[config.mk]
export PLATFORM = sky130hd
export DESIGN_NAME = smmd_check
export DESIGN_NICKNAME = d
export VERILOG_FILES = /design/src/hdl/slot_memory_map_decoder_macros.svh /design/src/hdl/smmd_pkg.sv /design/src/hdl/smmd_check.sv
export SDC_FILE = /design/constraint.sdc
export NUM_CORES = 1
export LEC_CHECK = 0
export BUFFER_PORTS_ARGS = -buffer_cell sky130_fd_sc_hd__buf_2
export CORE_ASPECT_RATIO = 1.4
export CORE_MARGIN = 8
export CORE_UTILIZATION = 62
export DETAILED_ROUTE_END_ITERATION = 6
export PLACE_DENSITY = 0.88
export SYNTH_ARGS = -nofsm -noshare
export SYNTH_HDL_FRONTEND = slang
export SYNTH_SLANG_ARGS = --single-unit
[constraint.sdc]
create_clock -name vclk -period 17.18
set_clock_uncertainty 0.2 [all_clocks]
set_input_delay 0.859 -clock vclk [all_inputs]
set_output_delay 0.859 -clock vclk [all_outputs]
set_load 0.05 [all_outputs]
[src/hdl/slot_memory_map_decoder_macros.svh]
// Assertion macros for the slot memory map decoder.
// Used by the RTL module that carries concurrent checks; needs clk and rst_n in scope.
`ifndef SLOT_MEMORY_MAP_DECODER_MACROS_SVH
`define SLOT_MEMORY_MAP_DECODER_MACROS_SVH

// Same-cycle implication, checked only out of reset.
`define SMMD_ASSERT_IMP(label, ante, cons, msg) \
  label: assert property (@(posedge clk) disable iff (!rst_n) (ante) |-> (cons)) \
    else $error(msg);

// Next-cycle implication, checked only out of reset.
`define SMMD_ASSERT_NXT(label, ante, cons, msg) \
  label: assert property (@(posedge clk) disable iff (!rst_n) (ante) |=> (cons)) \
    else $error(msg);

`endif

[src/hdl/smmd_pkg.sv]
// Shared constants, codes and types of the slot memory map decoder.
// No dependencies; the interfaces, check unit, mapping store and top level use it by scoped names.
package smmd_pkg;

  // Address space and slot geometry.
  localparam int ADDR_BITS     = 20;
  localparam int SLOT_BYTES    = 4096;
  localparam int BLOCK_ID_BITS = 6;
  localparam int SLOT_BITS     = $clog2(SLOT_BYTES);
  localparam int SLOT_IDX_BITS = ADDR_BITS - SLOT_BITS;
  localparam int SLOT_COUNT    = 1 << SLOT_IDX_BITS;
  localparam int CNT_BITS      = SLOT_IDX_BITS + 1;
  localparam logic [31:0] ADDR_MASK = 32'((64'd1 << ADDR_BITS) - 64'd1);

  // Item field widths.
  localparam int OP_W     = 3;
  localparam int ID_W     = BLOCK_ID_BITS;
  localparam int WORD_W   = 32;
  localparam int MODE_W   = 2;
  localparam int STATUS_W = 3;

  // Operation codes.
  typedef enum logic [OP_W-1:0] {
    OP_ALLOC     = 3'd0,
    OP_RESTORE   = 3'd1,
    OP_FREE      = 3'd2,
    OP_WINDOW    = 3'd3,
    OP_RD_LOOKUP = 3'd4,
    OP_WR_LOOKUP = 3'd5
  } op_t;

  // Access modes.
  typedef enum logic [MODE_W-1:0] {
    MODE_RD = 2'd0,
    MODE_WR = 2'd1,
    MODE_RW = 2'd2
  } mode_t;

  // Result status codes.
  typedef enum logic [STATUS_W-1:0] {
    ST_OK       = 3'd0,
    ST_LEN      = 3'd1,
    ST_SRC_SIZE = 3'd2,
    ST_RANGE    = 3'd3,
    ST_MODE     = 3'd4,
    ST_BAD_ARG  = 3'd5
  } status_t;

  // One input item as held inside the block.
  typedef struct packed {
    logic [OP_W-1:0]   operation;
    logic [ID_W-1:0]   block_id;
    logic [WORD_W-1:0] block_size;
    logic              use_block_size;
    logic [WORD_W-1:0] source_offset;
    logic [WORD_W-1:0] address;
    logic [WORD_W-1:0] source_address;
    logic [WORD_W-1:0] length;
    logic [MODE_W-1:0] access_mode;
  } item_t;

  // One result item.
  typedef struct packed {
    status_t              status;
    logic                 hit;
    logic [ID_W-1:0]      found_block;
    logic [ADDR_BITS-1:0] block_offset;
  } result_t;

  // One mapping: block id (0 = unmapped) and base address.
  typedef struct packed {
    logic [ID_W-1:0]      id;
    logic [ADDR_BITS-1:0] base;
  } entry_t;

  // Outcome of the argument checks and the slot run to walk.
  typedef struct packed {
    status_t                  status;
    logic [CNT_BITS-1:0]      n_slots;
    logic [SLOT_IDX_BITS-1:0] dst_first;
    logic [SLOT_IDX_BITS-1:0] src_first;
    logic [ADDR_BITS-1:0]     base;
  } plan_t;

  // Sequencer command to the mapping store.
  typedef struct packed {
    logic [SLOT_IDX_BITS-1:0] raddr;
    logic [SLOT_IDX_BITS-1:0] waddr;
    logic                     rd_we;
    logic                     wr_we;
    entry_t                   rd_wdata;
    entry_t                   wr_wdata;
  } store_cmd_t;

endpackage

[src/hdl/smmd_check.sv]
// Argument check unit: validates a held item and works out the slot run.
// Depends on smmd_pkg.
module smmd_check (
  input  smmd_pkg::item_t item,
  output smmd_pkg::plan_t plan
);

  // True when start and start + len - 1 both lie in the address space.
  function automatic logic range_ok(input logic [31:0] start, input logic [31:0] len);
    logic [31:0] last;
    logic [32:0] end_x;
    last  = start + len - 32'd1;
    end_x = {1'b0, start} + {1'b0, len};
    return !((start > smmd_pkg::ADDR_MASK) || (last > smmd_pkg::ADDR_MASK) ||
             ((len != 32'd0) && (end_x > 33'h1_0000_0000)));
  endfunction

  logic [31:0] eff_len;
  logic [31:0] src_end;
  logic        len_bad;
  logic        src_misal;
  logic        dst_misal;
  logic        dst_rng_ok;
  logic        src_rng_ok;

  // Shared compare logic for all checks.
  always_comb begin
    eff_len = ((item.operation == smmd_pkg::OP_ALLOC) && item.use_block_size) ?
              item.block_size : item.length;
    src_end    = item.source_offset + eff_len;
    len_bad    = (eff_len[smmd_pkg::SLOT_BITS-1:0] != '0);
    src_misal  = (item.source_address[smmd_pkg::SLOT_BITS-1:0] != '0);
    dst_misal  = (item.address[smmd_pkg::SLOT_BITS-1:0] != '0);
    dst_rng_ok = range_ok(item.address, eff_len);
    src_rng_ok = range_ok(item.source_address, eff_len);
  end

  // Status in the priority order of each operation, plus the run to walk.
  always_comb begin
    plan.status    = smmd_pkg::ST_OK;
    plan.n_slots   = smmd_pkg::CNT_BITS'(eff_len >> smmd_pkg::SLOT_BITS);
    plan.dst_first = item.address[smmd_pkg::ADDR_BITS-1:smmd_pkg::SLOT_BITS];
    plan.src_first = item.address[smmd_pkg::ADDR_BITS-1:smmd_pkg::SLOT_BITS];
    plan.base      = smmd_pkg::ADDR_BITS'(item.address - item.source_offset);
    case (item.operation)
      smmd_pkg::OP_ALLOC: begin
        if (item.block_id == '0) begin
          plan.status = smmd_pkg::ST_BAD_ARG;
        end else if (len_bad) begin
          plan.status = smmd_pkg::ST_LEN;
        end else if (src_end > item.block_size) begin
          plan.status = smmd_pkg::ST_SRC_SIZE;
        end else if (!dst_rng_ok) begin
          plan.status = smmd_pkg::ST_RANGE;
        end else if (!((item.access_mode == smmd_pkg::MODE_RD) ||
                       (item.access_mode == smmd_pkg::MODE_WR) ||
                       (item.access_mode == smmd_pkg::MODE_RW))) begin
          plan.status = smmd_pkg::ST_MODE;
        end
      end
      smmd_pkg::OP_RESTORE: begin
        if (!((item.access_mode == smmd_pkg::MODE_RD) ||
              (item.access_mode == smmd_pkg::MODE_WR))) begin
          plan.status = smmd_pkg::ST_MODE;
        end else if (len_bad) begin
          plan.status = smmd_pkg::ST_LEN;
        end else if (!dst_rng_ok) begin
          plan.status = smmd_pkg::ST_RANGE;
        end
      end
      smmd_pkg::OP_FREE: begin
        // Free walks every slot from the bottom.
        plan.n_slots   = smmd_pkg::CNT_BITS'(smmd_pkg::SLOT_COUNT);
        plan.dst_first = '0;
        plan.src_first = '0;
        if (item.block_id == '0) begin
          plan.status = smmd_pkg::ST_BAD_ARG;
        end
      end
      smmd_pkg::OP_WINDOW: begin
        // The base field carries the shift from source to window.
        plan.src_first =
          item.source_address[smmd_pkg::ADDR_BITS-1:smmd_pkg::SLOT_BITS];
        plan.base = smmd_pkg::ADDR_BITS'(item.address - item.source_address);
        if (len_bad) begin
          plan.status = smmd_pkg::ST_LEN;
        end else if (src_misal || dst_misal) begin
          plan.status = smmd_pkg::ST_BAD_ARG;
        end else if (!src_rng_ok || !dst_rng_ok) begin
          plan.status = smmd_pkg::ST_RANGE;
        end
      end
      smmd_pkg::OP_RD_LOOKUP, smmd_pkg::OP_WR_LOOKUP: begin
        plan.status = smmd_pkg::ST_OK;
      end
      default: begin
        plan.status = smmd_pkg::ST_MODE;
      end
    endcase
  end

endmodule

* Yosys cells after proc, flatten, opt, wreduce, memory -nomap -nowiden
Index checks and enable logic that the tools add are counted.
** Operators by class
- Eq/ne operators :: 7
- Add/subtract/negate cells :: 9
- Reductions and logical operators :: 19
- Multiplexer cells :: 17
- $lt $le $gt $ge :: 7
** Operator list (count)
- $gt 32x20->1 const B :: 4
- $add 32x32->32 :: 3
- $add 32x32->33 :: 2
- $gt 33x33->1 const B :: 2
- $sub 32x1->32 const B :: 2
- $sub 20x20->20 :: 2
- $reduce_bool 12->1 :: 3
- $gt 32x32->1 :: 1
- $mux 32 :: 1
- $reduce_bool 32->1 :: 1
- $mux 3 :: 9
- $mux 20 :: 1
- $mux 17 :: 1
- $pmux 8 s2 :: 1
- $pmux 3 s5 :: 1
- $logic_or 1x1->1 :: 8
- $eq 3x2->1 const B :: 2
- $eq 3x3->1 const B :: 2
- $logic_not 6->1 :: 1
- $mux 2 :: 3
- $eq 3x1->1 const B :: 1
- $logic_and 1x1->1 :: 3
- $logic_not 3->1 :: 1
- $eq 2x1->1 const B :: 1
- 3 further kinds :: 3
** Word-level totals
- Bits of input ports :: 172
- Bits in registers :: 0
- Output and inout bits :: 48
- Logic and storage cells :: 59

* Logic depth before layout (Yosys ltp)
- Depth in word-level cells :: 13
- Mapped depth :: 33
- Depth with buffers taken out :: 30

* Worst setup path before layout
OpenSTA, ideal clock, no wires.
- Path type :: input to output
- From :: input item[169] in the netlist's numbering
- To :: output plan[46] in the netlist's numbering
- Stages :: 28
- Path slack :: 8.952 ns
- Data required time :: 16.121 ns
- Data arrival time :: 7.169 ns
- Cell sequence :: clkbuf_1 -> nor3_1 -> and2_1 -> clkbuf_1 -> buf_2 -> buf_2 -> mux2i_1 -> inv_1 -> ha_1 -> and3_1 -> a221o_1 -> a21oi_1 -> o21ai_0 -> nor3_1 -> o21ai_1 -> o31a_1 -> a41o_1 -> nor3_1 -> o21bai_1 -> a21oi_1 -> xnor2_1 -> ha_1 -> nand4_1 -> nor4_1 -> o31ai_1 -> a32o_1 -> o31ai_1 -> a22o_1
** RTL lines
- start, declared :: RTL line smmd_check.sv:4 : input smmd_pkg::item_t item,
- end, declared :: RTL line smmd_check.sv:5 : output smmd_pkg::plan_t plan

==> flow_summary.toml <==
[status]
status = "completed"

[drt]
first_pass_iters = 6
drt_first_iter_violations = 1427
viasPerCell = 6.62
post_drt_wl_per_cell_um = 23.8
drc = 0
via_count = 14200
ant_nets = 0
routed_wl_mm = 51.2

[sta]
setup_violations = 0
tns_ps = 0
max_freq_ghz = 0.105
slew_headroom_pct = 16.0
grt_setup_unrepaired = "false"
fin_crit_ps = 9540
drv_slew = 0
worstMarginPinSlew_ps = 1250
hold_viol = 0
setup_ws_ps = 7640
period_share_pct = 55.5

[power_and_ir_drop]
ir_worst_vdd_mv = 0.0562
p_per_area_nw_per_um2 = 50.6
leakagePower_nw = 6.74

[hold_path]
worstHoldPathType = "primary input to output port"
hold_path_depth = 4

[global_route]
grt_pass1_wl_mm = 77.4
grt_max_degree = 33
antenna_found_initial = 3
grt_pass1_vias = 14100
overflow = 0
track_usage_pct = 41.5

[critical_path]
cp.arrival_ps = 8480
startpoint_type = "primary input"
worstSetupEndpointType = "output port"
cp_max_fo = 32
cp.required_ps = 16120
crit_type = "primary input to output port"

[synthesis]
yosysUniqueCellTypes = 77
yosysWarnings = 0
syn_area_um2 = 11800
syn_avg_cell_area_um2 = 6.86
seq_area_frac_synth_pct = 0
synthCells = 1714
synth_fp_nets = 2161

[finish]
layout_commonest_cell = "inv_1"
drive_above_1_share_pct = 13.3
area_growth_pct = 11.1
multi_input_area_um2 = 10500
final_nets = 2353
utilization_pct = 70.1
nFlopsAndLatches = 0
final_cell_mix = "inv_1 (282), ha_1 (269), buf_2 (220)"
n_fill_cell = 1708
seq_area_um2 = 0
nClkBuffers = 0
final_area_um2 = 13000

[floorplanning]
start_util_pct = 63.2
ios = 220
rows = 59
dieHeight_um = 179
dieArea_um2 = 23700
fp.dieW_um = 132
core_area_um2 = 18600

[place]
port_buffers = 220
place_ws_ps = 7860
gp_congestion = 1.20
post_dp_cell_area_um2 = 13000
dp_hpwl_mm = 43.2

[cts]
cts_hold_buffers = 0
cts_resized = 0
postCtsSetupBuffers = 0

[flow_run]
maxCapViolations = 0
==> layout make-up <==
type               count  share of cell area (%)
diodes                 1                  0.0192
well taps            244                    2.34
repair buffers       224                    8.67
inverters            283                    8.14
multi-input cells   1397                    80.8
==> metrics by stage <==
step                hold WS (ps)  cells  power (W)
floorplan                   1780   1714   0.000461
detailed placement          2040   2148   0.000635
global placement            2040   2148   0.000626
global route                2050   2148   0.000713
CTS                         2040   2148   0.000639
finish                      2040   2149   0.000661
==> power breakdown <==
group	total (W)	internal [W]	switching (W)
Clock	0.00000000000779	0.00000000000778	0
Combinational	0.000661	0.000239	0.000422
Sequential	0	0	0
==> cell families after synthesis <==
logic type / count (synthesis) / share of synthesized area [%]
compound gates: 508 / 28.6
simple gates: 478 / 20.6
buf+inv: 317 / 10.2
fa+ha+maj: 275 / 29.7
xor+xnor: 73 / 5.44
mux: 63 / 5.40
==> worst max-delay path, cell delays in order <==
cell and delay [ps]:
buf_2 150, nor3_1 340, and2_2 910, mux2i_1 660, inv_1 230, ha_1 330
a21o_1 220, nand4_1 140, a21oi_1 90, o31ai_1 480, a2111oi_0 310, nor3_1 340
o21ai_1 170, o31a_1 330, a41o_1 310, nor3_1 210, o21bai_1 110, a21oi_1 180
xnor2_1 90, ha_1 310, nand4_1 110, nor4_1 410, o31ai_1 140, a32o_1 360
o31ai_1 220, a22o_1 170, buf_2 260
==> synthesized netlist by cell type, drive strengths merged (6+ instances only) <==
library cell,instances,area share [%]
a2111oi,9,0.78
a211o,8,0.60
a211oi,21,1.4
a21boi,10,0.64
a21o,57,3.6
a21oi,139,6.0
a31oi,17,0.91
and2,10,0.53
and3,12,0.64
buf,6,0.31
clkbuf,28,0.89
fa,6,1.0
ha,269,29
inv,283,9.0
mux2i,60,5.1
nand2,94,3.0
nand2b,26,1.4
nand3,42,1.8
nand3b,9,0.57
nand4,35,1.9
nor2,124,4.0
nor2b,21,1.1
nor3,36,1.5
nor3b,7,0.45
nor4,31,1.7
o2111ai,10,0.75
o211ai,15,0.96
o21a,21,1.3
o21ai,96,4.1
o21bai,14,0.89
o22ai,13,0.69
o31ai,18,1.2
o41ai,6,0.45
or2,7,0.37
or3,9,0.48
xnor2,58,4.3
xor2,15,1.1
==> final timing paths <==
path	start	end	slack, ps
min	item[52]	plan[26]	2040
max	item[169]	plan[46]	7640
==> routing by layer <==
layer	GRT usage (%)	wire, um
met5	0	26
met4	37.8	5250
met3	9.09	5210
met2	68.9	22600
met1	43.7	18100
(Power assumes the default switching activity.)
